===== config.mk =====
export PLATFORM = sky130hd
export DESIGN_NAME = preemptive_priority_scheduler_top
export DESIGN_NICKNAME = d
export VERILOG_FILES = /design/src/rtl/pps_pkg.sv /design/src/rtl/preemptive_priority_scheduler_top.sv /design/src/rtl/pps_ctrl.sv /design/src/rtl/pps_dp.sv
export SDC_FILE = /design/constraint.sdc
export NUM_CORES = 1
export LEC_CHECK = 0
export ABC_CLOCK_PERIOD_IN_PS = 6990
export BUFFER_PORTS_ARGS = -buffer_cell sky130_fd_sc_hd__clkbuf_2
export CAP_MARGIN = 40
export CORE_MARGIN = 10
export CORE_UTILIZATION = 63
export DETAILED_ROUTE_END_ITERATION = 10
export PLACE_DENSITY_LB_ADDON = 0.15
export SYNTH_ARGS = -nofsm -noshare
export SYNTH_HDL_FRONTEND = slang
export SYNTH_SLANG_ARGS = --single-unit

===== constraint.sdc =====
create_clock -name clk_i -period 6.99 [get_ports clk_i]
set_input_delay 1.398 -clock clk_i [delete_from_list [all_inputs] [get_ports clk_i]]
set_output_delay 1.398 -clock clk_i [all_outputs]
set_load 0.02 [all_outputs]

===== src/rtl/pps_pkg.sv =====
// ----------------------------------------------------------------------------
// pps_pkg
// Types, opcodes and constants shared by the preemptive priority scheduler.
// ----------------------------------------------------------------------------
package pps_pkg;

  localparam int unsigned DefMaxTasks = 16;
  localparam int unsigned TimeW       = 17;
  localparam logic [TimeW-1:0] TimeMax = '1;

  // One task arrival
  typedef struct packed {
    logic [7:0]  task_id;
    logic [15:0] arrival_time;
    logic [15:0] burst_length;
    logic [7:0]  task_priority;
    logic        final_task;
  } in_item_t;

  // One run-chart entry
  typedef struct packed {
    logic [TimeW-1:0] start_time;
    logic [7:0]       run_id;
    logic             end_marker;
    logic             dropped;
    logic             last;
  } out_item_t;

  // Ready table entry
  typedef struct packed {
    logic [7:0]  tid;
    logic [7:0]  prio;
    logic [15:0] remaining;
    logic [15:0] order;
  } entry_t;

  // Datapath operations
  typedef enum logic [3:0] {
    OP_NONE,
    OP_RETIRE,
    OP_EQ_FIN,
    OP_DROP,
    OP_ADMIT_IDLE,
    OP_PREEMPT,
    OP_QUEUE,
    OP_DRAIN,
    OP_MARK,
    OP_CLEAR,
    OP_FLUSH
  } op_e;

  typedef enum logic [3:0] {
    S_IDLE,
    S_RCHK,
    S_RSCAN,
    S_RDO,
    S_ADM,
    S_ASCAN,
    S_ADO,
    S_FIN,
    S_DSCAN,
    S_DDO,
    S_MARK,
    S_CLR,
    S_FLUSH
  } state_e;

  typedef struct packed {
    logic load;
    logic scan_start;
    op_e  op;
  } cmd_t;

  typedef struct packed {
    logic run_valid;
    logic f_lt_te;
    logic f_eq_te;
    logic full;
    logic prio_lt_run;
    logic final_task;
    logic scan_done;
    logic found;
    logic emit_ok;
    logic pend_valid;
    logic out_free;
  } status_t;

endpackage


===== src/rtl/preemptive_priority_scheduler_top.sv =====
// Each arrival scans the table once per retired task, once to admit when idle,
// and once per drained task at the end.
// Throughput: one arrival at a time; the table scan reads one memory entry a cycle.
// Results leave through a one-entry hold buffer and an output register.
// Reset: asynchronous, active low; empties the table and the running task.
// ----------------------------------------------------------------------------
// preemptive_priority_scheduler_top
// Preemptive priority scheduler emitting run-chart entries per arrival.
// ----------------------------------------------------------------------------
module preemptive_priority_scheduler_top #(
  parameter int unsigned MAX_TASKS = pps_pkg::DefMaxTasks
) (
  input  logic                clk_i,
  input  logic                rst_ni,
  input  logic                in_valid_i,
  output logic                in_ready_o,
  input  pps_pkg::in_item_t   in_data_i,
  output logic                out_valid_o,
  input  logic                out_ready_i,
  output pps_pkg::out_item_t  out_data_o
);

  pps_pkg::cmd_t    cmd;
  pps_pkg::status_t status;

  pps_ctrl u_ctrl (
    .clk_i      (clk_i),
    .rst_ni     (rst_ni),
    .in_valid_i (in_valid_i),
    .in_ready_o (in_ready_o),
    .status_i   (status),
    .cmd_o      (cmd)
  );

  pps_dp #(
    .MAX_TASKS (MAX_TASKS)
  ) u_dp (
    .clk_i       (clk_i),
    .rst_ni      (rst_ni),
    .in_data_i   (in_data_i),
    .cmd_i       (cmd),
    .status_o    (status),
    .out_valid_o (out_valid_o),
    .out_ready_i (out_ready_i),
    .out_data_o  (out_data_o)
  );

endmodule


===== src/rtl/pps_ctrl.sv =====
// ----------------------------------------------------------------------------
// pps_ctrl
// Sequencer: walks one arrival through retire, admit and drain phases.
// ----------------------------------------------------------------------------
module pps_ctrl (
  input  logic              clk_i,
  input  logic              rst_ni,
  input  logic              in_valid_i,
  output logic              in_ready_o,
  input  pps_pkg::status_t  status_i,
  output pps_pkg::cmd_t     cmd_o
);

  pps_pkg::state_e state_q, state_d;

  always_ff @(posedge clk_i or negedge rst_ni) begin
    if (!rst_ni) begin
      state_q <= pps_pkg::S_IDLE;
    end else begin
      state_q <= state_d;
    end
  end

  always_comb begin
    state_d          = state_q;
    cmd_o.load       = 1'b0;
    cmd_o.scan_start = 1'b0;
    cmd_o.op         = pps_pkg::OP_NONE;
    in_ready_o       = 1'b0;
    unique case (state_q)
      pps_pkg::S_IDLE: begin
        in_ready_o = 1'b1;
        if (in_valid_i) begin
          cmd_o.load = 1'b1;
          state_d    = pps_pkg::S_RCHK;
        end
      end
      // retire tasks finishing before the arrival
      pps_pkg::S_RCHK: begin
        if (status_i.run_valid && status_i.f_lt_te) begin
          cmd_o.scan_start = 1'b1;
          state_d          = pps_pkg::S_RSCAN;
        end else begin
          if (status_i.run_valid && status_i.f_eq_te) cmd_o.op = pps_pkg::OP_EQ_FIN;
          state_d = pps_pkg::S_ADM;
        end
      end
      pps_pkg::S_RSCAN: begin
        if (status_i.scan_done) state_d = pps_pkg::S_RDO;
      end
      pps_pkg::S_RDO: begin
        if (status_i.emit_ok) begin
          cmd_o.op = pps_pkg::OP_RETIRE;
          state_d  = pps_pkg::S_RCHK;
        end
      end
      // admit, preempt, queue or drop the arrival
      pps_pkg::S_ADM: begin
        if (status_i.full) begin
          if (status_i.emit_ok) begin
            cmd_o.op = pps_pkg::OP_DROP;
            state_d  = pps_pkg::S_FIN;
          end
        end else if (!status_i.run_valid) begin
          cmd_o.scan_start = 1'b1;
          state_d          = pps_pkg::S_ASCAN;
        end else if (status_i.prio_lt_run) begin
          if (status_i.emit_ok) begin
            cmd_o.op = pps_pkg::OP_PREEMPT;
            state_d  = pps_pkg::S_FIN;
          end
        end else begin
          cmd_o.op = pps_pkg::OP_QUEUE;
          state_d  = pps_pkg::S_FIN;
        end
      end
      pps_pkg::S_ASCAN: begin
        if (status_i.scan_done) state_d = pps_pkg::S_ADO;
      end
      pps_pkg::S_ADO: begin
        if (status_i.emit_ok) begin
          cmd_o.op = pps_pkg::OP_ADMIT_IDLE;
          state_d  = pps_pkg::S_FIN;
        end
      end
      // drain on the final arrival
      pps_pkg::S_FIN: begin
        if (!status_i.final_task) begin
          state_d = pps_pkg::S_FLUSH;
        end else if (status_i.run_valid) begin
          cmd_o.scan_start = 1'b1;
          state_d          = pps_pkg::S_DSCAN;
        end else begin
          state_d = pps_pkg::S_MARK;
        end
      end
      pps_pkg::S_DSCAN: begin
        if (status_i.scan_done) state_d = pps_pkg::S_DDO;
      end
      pps_pkg::S_DDO: begin
        if (status_i.emit_ok) begin
          cmd_o.op = pps_pkg::OP_DRAIN;
          state_d  = status_i.found ? pps_pkg::S_FIN : pps_pkg::S_CLR;
        end
      end
      pps_pkg::S_MARK: begin
        if (status_i.emit_ok) begin
          cmd_o.op = pps_pkg::OP_MARK;
          state_d  = pps_pkg::S_CLR;
        end
      end
      pps_pkg::S_CLR: begin
        cmd_o.op = pps_pkg::OP_CLEAR;
        state_d  = pps_pkg::S_FLUSH;
      end
      // push the held result out with its last flag
      pps_pkg::S_FLUSH: begin
        if (!status_i.pend_valid) begin
          state_d = pps_pkg::S_IDLE;
        end else if (status_i.out_free) begin
          cmd_o.op = pps_pkg::OP_FLUSH;
          state_d  = pps_pkg::S_IDLE;
        end
      end
      default: state_d = pps_pkg::S_IDLE;
    endcase
  end

endmodule


===== src/rtl/pps_dp.sv =====
// ----------------------------------------------------------------------------
// pps_dp
// Datapath: running task, ready table memory, scan unit and result buffers.
// ----------------------------------------------------------------------------
module pps_dp #(
  parameter int unsigned MAX_TASKS = pps_pkg::DefMaxTasks
) (
  input  logic                clk_i,
  input  logic                rst_ni,
  input  pps_pkg::in_item_t   in_data_i,
  input  pps_pkg::cmd_t       cmd_i,
  output pps_pkg::status_t    status_o,
  output logic                out_valid_o,
  input  logic                out_ready_i,
  output pps_pkg::out_item_t  out_data_o
);

  localparam int unsigned IdxW = $clog2(MAX_TASKS);
  localparam int unsigned CntW = $clog2(MAX_TASKS + 1);
  localparam int unsigned TW   = pps_pkg::TimeW;
  localparam logic [IdxW-1:0] LastIdx = IdxW'(MAX_TASKS - 1);

  // ready table
  pps_pkg::entry_t     mem [MAX_TASKS];
  pps_pkg::entry_t     mem_rd_q;
  logic [MAX_TASKS-1:0] valid_q, valid_d;
  logic [CntW-1:0]     cnt_q, cnt_d;
  logic                we;
  logic [IdxW-1:0]     waddr;
  pps_pkg::entry_t     wdata;

  // current item and running task
  pps_pkg::in_item_t   item_q;
  pps_pkg::in_item_t   in_fix;
  logic [TW-1:0]       te_q;
  logic                rv_q, rv_d;
  pps_pkg::entry_t     run_q, run_d;
  logic [TW-1:0]       seg_q, seg_d;
  logic [15:0]         acnt_q, acnt_d;

  // scan unit
  logic                sc_busy_q;
  logic [IdxW-1:0]     sc_addr_q;
  logic                rd_v_q;
  logic [IdxW-1:0]     rd_idx_q;
  logic                found_q;
  logic [IdxW-1:0]     best_idx_q;
  pps_pkg::entry_t     best_q;

  // result buffers
  logic                pend_v_q, pend_v_d;
  pps_pkg::out_item_t  pend_q, pend_d;
  logic                out_v_q, out_v_d;
  pps_pkg::out_item_t  out_q, out_d;

  logic [TW:0]         sum;
  logic [TW-1:0]       fin_t;
  logic [TW-1:0]       t_ext;
  logic [TW-1:0]       elapsed;
  logic [IdxW-1:0]     free_idx;
  logic                out_free;
  logic                emit;
  pps_pkg::out_item_t  emit_item;
  pps_pkg::entry_t     new_entry;

  // finish time of the running task, saturated
  assign sum   = {1'b0, seg_q} + (TW+1)'(run_q.remaining);
  assign fin_t = sum[TW] ? pps_pkg::TimeMax : sum[TW-1:0];
  assign t_ext = TW'(in_data_i.arrival_time);
  assign elapsed = te_q - seg_q;

  assign new_entry = '{tid: item_q.task_id, prio: item_q.task_priority,
                       remaining: item_q.burst_length, order: acnt_q};

  // incoming item, zero burst taken as one tick
  always_comb begin
    in_fix = in_data_i;
    if (in_data_i.burst_length == '0) in_fix.burst_length = 16'd1;
  end

  // first free slot
  always_comb begin
    free_idx = '0;
    for (int i = MAX_TASKS - 1; i >= 0; i--) begin
      if (!valid_q[i]) free_idx = IdxW'(i);
    end
  end

  assign out_free = !out_v_q || out_ready_i;

  always_comb begin
    status_o.run_valid   = rv_q;
    status_o.f_lt_te     = fin_t < te_q;
    status_o.f_eq_te     = fin_t == te_q;
    status_o.full        = (CntW'(rv_q) + cnt_q) >= CntW'(MAX_TASKS);
    status_o.prio_lt_run = item_q.task_priority < run_q.prio;
    status_o.final_task  = item_q.final_task;
    status_o.scan_done   = rd_v_q && (rd_idx_q == LastIdx);
    status_o.found       = found_q;
    status_o.emit_ok     = !pend_v_q || out_free;
    status_o.pend_valid  = pend_v_q;
    status_o.out_free    = out_free;
  end

  // operation decode
  always_comb begin
    valid_d   = valid_q;
    cnt_d     = cnt_q;
    rv_d      = rv_q;
    run_d     = run_q;
    seg_d     = seg_q;
    acnt_d    = acnt_q;
    we        = 1'b0;
    waddr     = free_idx;
    wdata     = new_entry;
    emit      = 1'b0;
    emit_item = '{start_time: te_q, run_id: item_q.task_id, end_marker: 1'b0,
                  dropped: 1'b0, last: 1'b0};
    unique case (cmd_i.op) inside
      pps_pkg::OP_NONE, pps_pkg::OP_FLUSH: ;
      pps_pkg::OP_RETIRE, pps_pkg::OP_DRAIN: begin
        emit_item.start_time = fin_t;
        if (found_q) begin
          run_d              = best_q;
          valid_d[best_idx_q] = 1'b0;
          cnt_d              = cnt_q - CntW'(1);
          seg_d              = fin_t;
          emit               = 1'b1;
          emit_item.run_id   = best_q.tid;
        end else begin
          rv_d  = 1'b0;
          seg_d = fin_t;
          if (cmd_i.op == pps_pkg::OP_DRAIN) begin
            emit                 = 1'b1;
            emit_item.run_id     = '0;
            emit_item.end_marker = 1'b1;
          end
        end
      end
      pps_pkg::OP_EQ_FIN: begin
        rv_d  = 1'b0;
        seg_d = te_q;
      end
      pps_pkg::OP_DROP: begin
        emit              = 1'b1;
        emit_item.dropped = 1'b1;
      end
      pps_pkg::OP_ADMIT_IDLE: begin
        acnt_d = acnt_q + 16'd1;
        rv_d   = 1'b1;
        seg_d  = te_q;
        emit   = 1'b1;
        if (found_q && (best_q.prio <= item_q.task_priority)) begin
          run_d            = best_q;
          we               = 1'b1;
          waddr            = best_idx_q;
          emit_item.run_id = best_q.tid;
        end else begin
          run_d = new_entry;
        end
      end
      pps_pkg::OP_PREEMPT: begin
        acnt_d          = acnt_q + 16'd1;
        we              = 1'b1;
        wdata           = run_q;
        wdata.remaining = run_q.remaining - elapsed[15:0];
        valid_d[free_idx] = 1'b1;
        cnt_d           = cnt_q + CntW'(1);
        run_d           = new_entry;
        seg_d           = te_q;
        emit            = 1'b1;
      end
      pps_pkg::OP_QUEUE: begin
        acnt_d            = acnt_q + 16'd1;
        we                = 1'b1;
        valid_d[free_idx] = 1'b1;
        cnt_d             = cnt_q + CntW'(1);
      end
      pps_pkg::OP_MARK: begin
        emit                 = 1'b1;
        emit_item.start_time = seg_q;
        emit_item.run_id     = '0;
        emit_item.end_marker = 1'b1;
      end
      pps_pkg::OP_CLEAR: begin
        valid_d = '0;
        cnt_d   = '0;
        rv_d    = 1'b0;
        run_d   = '0;
        seg_d   = '0;
        acnt_d  = '0;
      end
      default: ;
    endcase
  end

  // hold one result back so the last flag can be set at the end
  always_comb begin
    pend_v_d = pend_v_q;
    pend_d   = pend_q;
    out_v_d  = out_v_q && !out_ready_i;
    out_d    = out_q;
    if (emit) begin
      pend_v_d = 1'b1;
      pend_d   = emit_item;
      if (pend_v_q) begin
        out_v_d = 1'b1;
        out_d   = pend_q;
      end
    end else if (cmd_i.op == pps_pkg::OP_FLUSH) begin
      pend_v_d    = 1'b0;
      out_v_d     = 1'b1;
      out_d       = pend_q;
      out_d.last  = 1'b1;
    end
  end

  // table memory
  always_ff @(posedge clk_i) begin
    if (we) mem[waddr] <= wdata;
    mem_rd_q <= mem[sc_addr_q];
  end

  // payload registers
  always_ff @(posedge clk_i) begin
    if (cmd_i.load) begin
      item_q <= in_fix;
      te_q   <= (t_ext < seg_q) ? seg_q : t_ext;
    end
    pend_q <= pend_d;
    out_q  <= out_d;
    if (rd_v_q && valid_q[rd_idx_q] &&
        (!found_q || (mem_rd_q.prio < best_q.prio) ||
         ((mem_rd_q.prio == best_q.prio) && (mem_rd_q.order < best_q.order)))) begin
      best_q     <= mem_rd_q;
      best_idx_q <= rd_idx_q;
    end
  end

  // control and task state
  always_ff @(posedge clk_i or negedge rst_ni) begin
    if (!rst_ni) begin
      valid_q   <= '0;
      cnt_q     <= '0;
      rv_q      <= 1'b0;
      run_q     <= '0;
      seg_q     <= '0;
      acnt_q    <= '0;
      sc_busy_q <= 1'b0;
      sc_addr_q <= '0;
      rd_v_q    <= 1'b0;
      rd_idx_q  <= '0;
      found_q   <= 1'b0;
      pend_v_q  <= 1'b0;
      out_v_q   <= 1'b0;
    end else begin
      valid_q  <= valid_d;
      cnt_q    <= cnt_d;
      rv_q     <= rv_d;
      run_q    <= run_d;
      seg_q    <= seg_d;
      acnt_q   <= acnt_d;
      pend_v_q <= pend_v_d;
      out_v_q  <= out_v_d;
      // scan: one entry read per cycle, compared in the cycle after its read
      rd_v_q   <= sc_busy_q;
      rd_idx_q <= sc_addr_q;
      if (cmd_i.scan_start) begin
        sc_busy_q <= 1'b1;
        sc_addr_q <= '0;
        found_q   <= 1'b0;
      end else begin
        if (sc_busy_q) begin
          if (sc_addr_q == LastIdx) sc_busy_q <= 1'b0;
          else sc_addr_q <= sc_addr_q + IdxW'(1);
        end
        if (rd_v_q && valid_q[rd_idx_q]) found_q <= 1'b1;
      end
    end
  end

  assign out_valid_o = out_v_q;
  assign out_data_o  = out_q;

endmodule


==> results of run 1 <==
==> cell usage after synthesis (10+ instances only) <==
cell type / n / share of area
edfxtp_1: 925 / 0.59
nand2_1: 267 / 0.021
mux2i_1: 187 / 0.040
o21ai_0: 187 / 0.020
inv_1: 136 / 0.011
a21oi_1: 131 / 0.014
clkbuf_1: 121 / 0.0096
dfrtp_1: 120 / 0.064
ha_1: 108 / 0.029
nor2_1: 101 / 0.0080
mux4_2: 100 / 0.048
nand3_1: 68 / 0.0072
mux2_2: 63 / 0.015
a221oi_1: 57 / 0.011
a22oi_1: 56 / 0.0089
o21a_1: 53 / 0.0084
dfxtp_1: 48 / 0.020
o2111ai_1: 41 / 0.0076
xnor2_1: 34 / 0.0063
buf_2: 31 / 0.0033
a21o_1: 25 / 0.0040
nand2b_1: 25 / 0.0033
nor3_1: 25 / 0.0026
buf_1: 23 / 0.0018
a221o_1: 19 / 0.0040
and3_1: 17 / 0.0022
fa_1: 17 / 0.0072
nor2b_1: 17 / 0.0022
and2_1: 16 / 0.0021
a31oi_1: 15 / 0.0020
nand4_1: 15 / 0.0020
xor2_1: 14 / 0.0026
o211ai_1: 13 / 0.0021
a211oi_1: 11 / 0.0017
nor4_1: 11 / 0.0015
a22o_1: 10 / 0.0019
o31ai_1: 10 / 0.0016
==> routing by layer <==
layer	GRT usage	up-vias	wire, um
met1	0.394	14393	48300
met3	0.0395	173	9890
met5	0	-	0
met2	0.405	1337	52700
li1	-	12611	-
met4	0.0696	0	2760
==> flip-flops by register name, summed over array words and instances, names as in the netlist, 4 cells and up <==
name / cells
u_ctrl.state_q: 4
u_dp.acnt_q: 16
u_dp.best_idx_q: 4
u_dp.best_q: 48
u_dp.cnt_q: 5
u_dp.item_q: 32
u_dp.mem: 768
u_dp.mem_rd_q: 48
u_dp.out_data_o: 28
u_dp.pend_q: 27
u_dp.rd_idx_q: 4
u_dp.run_q: 48
u_dp.sc_addr_q: 4
u_dp.seg_q: 17
u_dp.te_q: 17
u_dp.valid_q: 16
==> worst max-delay path by stage <==
| stage | startpoint | end | cells after the start |
|---|---|---|---|
| floorplan | out_ready_i | u_dp.mem[10][0]$_DFFE_PP_ | 8 |
| global placement | u_dp.seg_q[0]$_DFFE_PN0P_ | u_dp.seg_q[14]$_DFFE_PN0P_ | 20 |
| detailed placement | u_dp.seg_q[0]$_DFFE_PN0P_ | u_dp.seg_q[11]$_DFFE_PN0P_ | 20 |
| CTS | u_dp.seg_q[0]$_DFFE_PN0P_ | u_dp.seg_q[15]$_DFFE_PN0P_ | 20 |
| global route | u_dp.seg_q[0]$_DFFE_PN0P_ | u_dp.seg_q[7]$_DFFE_PN0P_ | 20 |
| finish | u_dp.seg_q[0]$_DFFE_PN0P_ | u_dp.seg_q[11]$_DFFE_PN0P_ | 20 |
==> power breakdown <==
part,internal [mW],total (mW),switching (mW)
clock network,3.36,5.85,2.49
registers,8.55,9.36,0.810
logic,3.79,9.70,5.90
total,15.7,24.9,9.21
==> area by class of cell <==
type,count,share of cell area
Clock buffer,138,0.0553
Antenna cell,1,0.0000473
Tap cell,969,0.0229
Sequential cell,1093,0.600
Timing Repair Buffer,168,0.0235
Multi-Input combinational cell,1803,0.275
Clock inverter,67,0.0137
Inverter,139,0.00986
==> cell families after synthesis <==
family                   Yosys count
multiplexers                     355
flip-flops                      1093
XOR/XNOR                          48
AO/OA/AOI/OAI                    682
AND/OR/NAND/NOR                  593
adder cells (fa/ha/maj)          125
buffers and inverters            314
==> metrics by stage <==
stage,setup slack (ns),instances
3_3_place_gp,1.23,4157
3_5_place_dp,1.33,4172
2_1_floorplan,1.68,3210
6_report,1.26,4378
4_1_cts,1.32,4377
5_1_grt,0.931,4377
==> critical path, delay by kind of cell (launching register included) <==
family          cells  cell delay (ns)
buf+inv             3             0.39
flops               1             0.46
simple gates        8             2.04
fa+ha+maj           3             0.89
compound gates      6             1.81
==> results.sh, run 1 <==
export IMPL_r2r_slack_ns=1.26
export IMPL_grt_overflow_total=0
export IMPL_wl_um=114000
export IMPL_cts_tree="yes"
export IMPL_tightestPinTransition_ns=1.03
export IMPL_grt_pass1_wl_um=175000
export IMPL_max_stage_delay_ns=0.59
export IMPL_routabilityCongestion=0.885
export IMPL_fmax_ghz=0.175
export IMPL_critPathArrivalTime_ns=6.27
export IMPL_r2r_start="u_dp.seg_q[0]$_DFFE_PN0P_"
export IMPL_end_kind="register"
export IMPL_yosys_area_share_simple=0.0579
export IMPL_critPathLaunchType="register"
export IMPL_rows=100
export IMPL_postCtsResizedCells=0
export IMPL_fin_hold_ws_ns=0.407
export IMPL_clk_path_buf_depth=3
export IMPL_p_total_mw=24.9
export IMPL_htreeDepth=3
export IMPL_worstPathRequired_ns=7.53
export IMPL_hold_depth=0
export IMPL_skew_ns=0.0402
export IMPL_portBuffers=82
export IMPL_slew_headroom=0.314
export IMPL_async_flop_share=0.110
export IMPL_power_per_cell_area_nw_per_um2=471
export IMPL_slowest_stage="or4_1"
export IMPL_io_pins=83
export IMPL_holdCritStartpoint="u_dp.mem_rd_q[25]$_DFF_P_"
export IMPL_ys_seq_area_frac=0.671
export IMPL_drtIter0Drc=3127
export IMPL_cts_setup_buffers=0
export IMPL_chipHeight_um=294
export IMPL_synth_net_count=3388
export IMPL_multi_input_area_um2=14500
export IMPL_timing_rr_end="u_dp.seg_q[11]$_DFFE_PN0P_"
export IMPL_layout_cells_most_common="edfxtp_1"
export IMPL_syn_instance_count=3210
export IMPL_clk_insertion_delay_late_ns=0.69
export IMPL_muxShareOfSynthArea=0.103
export IMPL_whs_endpoint="u_dp.best_q[25]$_DFFE_PP_"
export IMPL_areaGrowthSynthToFinish_pct=11.9
export IMPL_report_final_slew_viol_count=0
export IMPL_seq_area_um2=31800
export IMPL_drc=0
export IMPL_antenna_found_initial=3
export IMPL_rsz0062_at_grt="false"
export IMPL_wl_per_cell_um=25.9
export IMPL_place_area_um2=49300
export IMPL_mostFrequentLayoutCells="edfxtp_1 (925), nand2_1 (266), mux2i_1 (187)"
export IMPL_worstPathCellList="ha_1, inv_1, fa_1, nand2b_1, a21oi_1, or3_1, a211oi_1, o21ai_0, or3b_2, a31oi_1, inv_1, ha_1, nand3_1, nor2_1, nand2_1, or4_1, o211ai_2, nor2_1, buf_4, a221o_1"
export IMPL_fillers=4809
export IMPL_drt_pass1_iter_count=8
export IMPL_yosysWarnings=0
export IMPL_ys_ff_latch=1093
export IMPL_setup_viol=0
export IMPL_cts_sinks=1093
export IMPL_status="completed"
export IMPL_avgSynthCellArea_um2=14.7
export IMPL_setup_tns_ns=0
export IMPL_drive_gt1_frac=0.163
export IMPL_numCtsBuffers=109
export IMPL_leakage_nw=19.2
export IMPL_synth_compound_area_frac=0.0969
export IMPL_dr_total_vias=28514
export IMPL_dp_hpwl_um=74200
export IMPL_track_usage=0.264
export IMPL_reg2regPathDepth=20
export IMPL_clk_pin_slew_ns=0.06
export IMPL_syn_area_um2=47300
export IMPL_synth_top_family_by_area="multiplexers"
export IMPL_die_w_um=294
export IMPL_ir_worst_vdd_mv=0.362
export IMPL_hold_class="register to register"
export IMPL_postSynth_topFlopCell="edfxtp_1"
export IMPL_synth_edf_count=925
export IMPL_cts_root_buf="clkbuf_16"
export IMPL_grt_max_degree=133
export IMPL_synth_xor_area_frac=0.00889
export IMPL_start_util=0.635
export IMPL_vias_per_cell=6.51
export IMPL_dieArea_um2=86400
export IMPL_synth_fa_ha_area_frac=0.0358
export IMPL_drt_antenna_violating_nets=0
export IMPL_finish_utilization=0.711
export IMPL_max_cap_viol_count=0
export IMPL_layout_nets=3492
export IMPL_finalInstanceArea_um2=52900
export IMPL_core_area_um2=74400
export IMPL_period_share=0.820
export IMPL_finalHoldViolCount=0
export IMPL_crit_type="register to register"
export IMPL_fin_crit_ns=5.73
export IMPL_grt_pass1_vias=28378
export IMPL_postCtsHoldBufs=0
export IMPL_yosysUniqueCellTypes=75
export IMPL_cp_max_fo=12
Power figures use the tool's default switching activity.
==> inputs of run 2 (changes only) <==
- ABC_CLOCK_PERIOD_IN_PS: 6990 -> 5200
- CORE_UTILIZATION: 63 -> 57
- clock period: 6.99 -> 5.2 ns (I/O delays scaled with it)
==> results.sh, run 2 (synthesized netlist as in run 1, its figures left out) <==
export IMPL_status="completed"
export IMPL_dp_slack_ns=0.185
export IMPL_fin_hold_ws_ns=0.369
export IMPL_largest_register="u_dp.mem"
export IMPL_cts_root_buf="clkbuf_16"
export IMPL_max_cap_viol_count=0
export IMPL_leakage_nw=19.3
export IMPL_finish_utilization=0.649
export IMPL_routabilityCongestion=0.883
export IMPL_rows=105
export IMPL_grt_pass1_vias=28854
export IMPL_power_per_cell_area_nw_per_um2=624
export IMPL_cp_startpoint="u_dp.seg_q[14]$_DFFE_PN0P_"
export IMPL_htreeDepth=3
export IMPL_io_pins=83
export IMPL_period_share=0.942
export IMPL_drive_gt1_frac=0.165
export IMPL_max_stage_delay_ns=0.60
export IMPL_postCtsHoldBufs=0
export IMPL_multi_input_area_um2=14500
export IMPL_finalInstanceArea_um2=53300
export IMPL_antenna_found_initial=0
export IMPL_hold_class="input pin to asynchronous set/reset pin"
export IMPL_start_util=0.576
export IMPL_seq_area_um2=31800
export IMPL_final_cells=4495
export IMPL_dp_hpwl_um=68900
export IMPL_drt_pass1_iter_count=6
export IMPL_rsz0062_at_grt="false"
export IMPL_p_total_mw=33.3
export IMPL_grt_max_degree=90
export IMPL_skew_ns=0.0203
export IMPL_layout_cells_most_common="edfxtp_1"
export IMPL_portBuffers=82
export IMPL_r2r_slack_ns=0.30
export IMPL_ir_worst_vdd_mv=0.381
export IMPL_fmax_ghz=0.204
export IMPL_slowest_stage="or4_1"
export IMPL_clk_insertion_delay_late_ns=0.67
export IMPL_setup_viol=0
export IMPL_largest_reg_flops=768
export IMPL_die_w_um=308
export IMPL_worstPathRequired_ns=5.75
export IMPL_fillers=5782
export IMPL_numCtsBuffers=108
export IMPL_dp_cells=4292
export IMPL_report_final_slew_viol_count=0
export IMPL_crit_family="compound AO/OA/AOI/OAI gates"
export IMPL_cts_setup_buffers=0
export IMPL_dr_total_vias=28504
export IMPL_crit_type="register to register"
export IMPL_tightestPinTransition_ns=0.954
export IMPL_finalHoldViolCount=0
export IMPL_critPathArrivalTime_ns=5.44
export IMPL_cts_tree="yes"
export IMPL_mostFrequentLayoutCells="edfxtp_1 (925), nand2_1 (266), mux2i_1 (187)"
export IMPL_layout_nets=3510
export IMPL_r2r_start="u_dp.seg_q[14]$_DFFE_PN0P_"
export IMPL_fin_crit_ns=4.90
export IMPL_grt_pass1_wl_um=176000
export IMPL_vias_per_cell=6.34
export IMPL_cp_max_fo=9
export IMPL_wl_per_cell_um=25.7
export IMPL_critPathLaunchType="register"
export IMPL_drt_antenna_violating_nets=0
export IMPL_core_area_um2=82100
export IMPL_drtIter0Drc=2791
export IMPL_crit_buf_inv=2
export IMPL_clk_pin_slew_ns=0.06
export IMPL_end_kind="register"
export IMPL_setup_tns_ns=0
export IMPL_worstPathCellList="ha_1, a211o_1, a2111o_1, o22ai_1, nor2_1, or3b_2, a31oi_2, inv_1, ha_1, nand3_1, nor2_1, nand2_1, or4_1, o211ai_2, nor2_2, buf_4, a221o_1"
export IMPL_clk_path_buf_depth=3
export IMPL_track_usage=0.243
export IMPL_cts_sinks=1093
export IMPL_grt_overflow_total=0
export IMPL_chipHeight_um=308
export IMPL_wl_um=116000
export IMPL_dieArea_um2=94900
export IMPL_areaGrowthSynthToFinish_pct=12.8
export IMPL_setup_slack_ns=0.303
export IMPL_drc=0
export IMPL_place_area_um2=49700
export IMPL_slew_headroom=0.364
-- run 2: changes by cell type in the layout (fill, tap and decap cells not counted), sizes merged --
cell	change
buf	+19
clkinv	-4
clkinvlp	-3
bufinv	+2
clkbuf	+1
diode	+1
-- run 2: repair_timing --
| action | 4_1_cts | 5_1_grt |
|---|---|---|
| setup endpoints to repair | 0 | 17 |
| gates resized for setup | 0 | 4 |
| endpoints found under the hold margin | 0 | 0 |
-- run 2: power breakdown --
part           total [mW]  internal (mW)  leakage, nW  switching, mW
registers            12.6           11.5         10.2           1.12
logic                12.9           5.22         7.35           7.63
clock network        7.80           4.53         1.74           3.27
total                33.3           21.2         19.3           12.0
-- run 2: worst paths after layout --
path                                                  to  depth (start not counted)
setup / recovery               u_dp.seg_q[7]$_DFFE_PN0P_                         17
hold / removal               u_dp.valid_q[9]$_DFFE_PN0P_                          1
setup reg to reg               u_dp.seg_q[7]$_DFFE_PN0P_                         17
hold reg to reg                u_dp.best_q[40]$_DFFE_PP_                          0
max in group asynchronous  u_dp.sc_addr_q[1]$_DFFE_PN0P_                          2
min in group clk_i             u_dp.best_q[40]$_DFFE_PP_                          0
-- run 2: worst reg2reg max path: cells and delay by family, from the launching register on --
kind	cells	cell delay, ns
AND/OR/NAND/NOR	7	1.66
buffers and inverters	2	0.26
adder cells (fa/ha/maj)	2	0.69
flip-flops	1	0.41
AO/OA/AOI/OAI	6	1.77
-- run 2: layer usage --
metal,vias to the layer above,GRT usage,part of all wire
li1,12629,-,-
met1,14568,0.342,0.43
met2,1083,0.390,0.47
met3,224,0.0358,0.069
met4,0,0.0773,0.030
met5,-,0,0
-- run 2: area by class of cell --
type                    count  area share
flip-flops and latches   1093       0.596
clock buffers             139      0.0542
well taps                1070      0.0251
clock inverters            62      0.0127
diodes                      2   0.0000939
multi-input cells        1803       0.273
inverters                 139     0.00979
repair buffers            187      0.0298
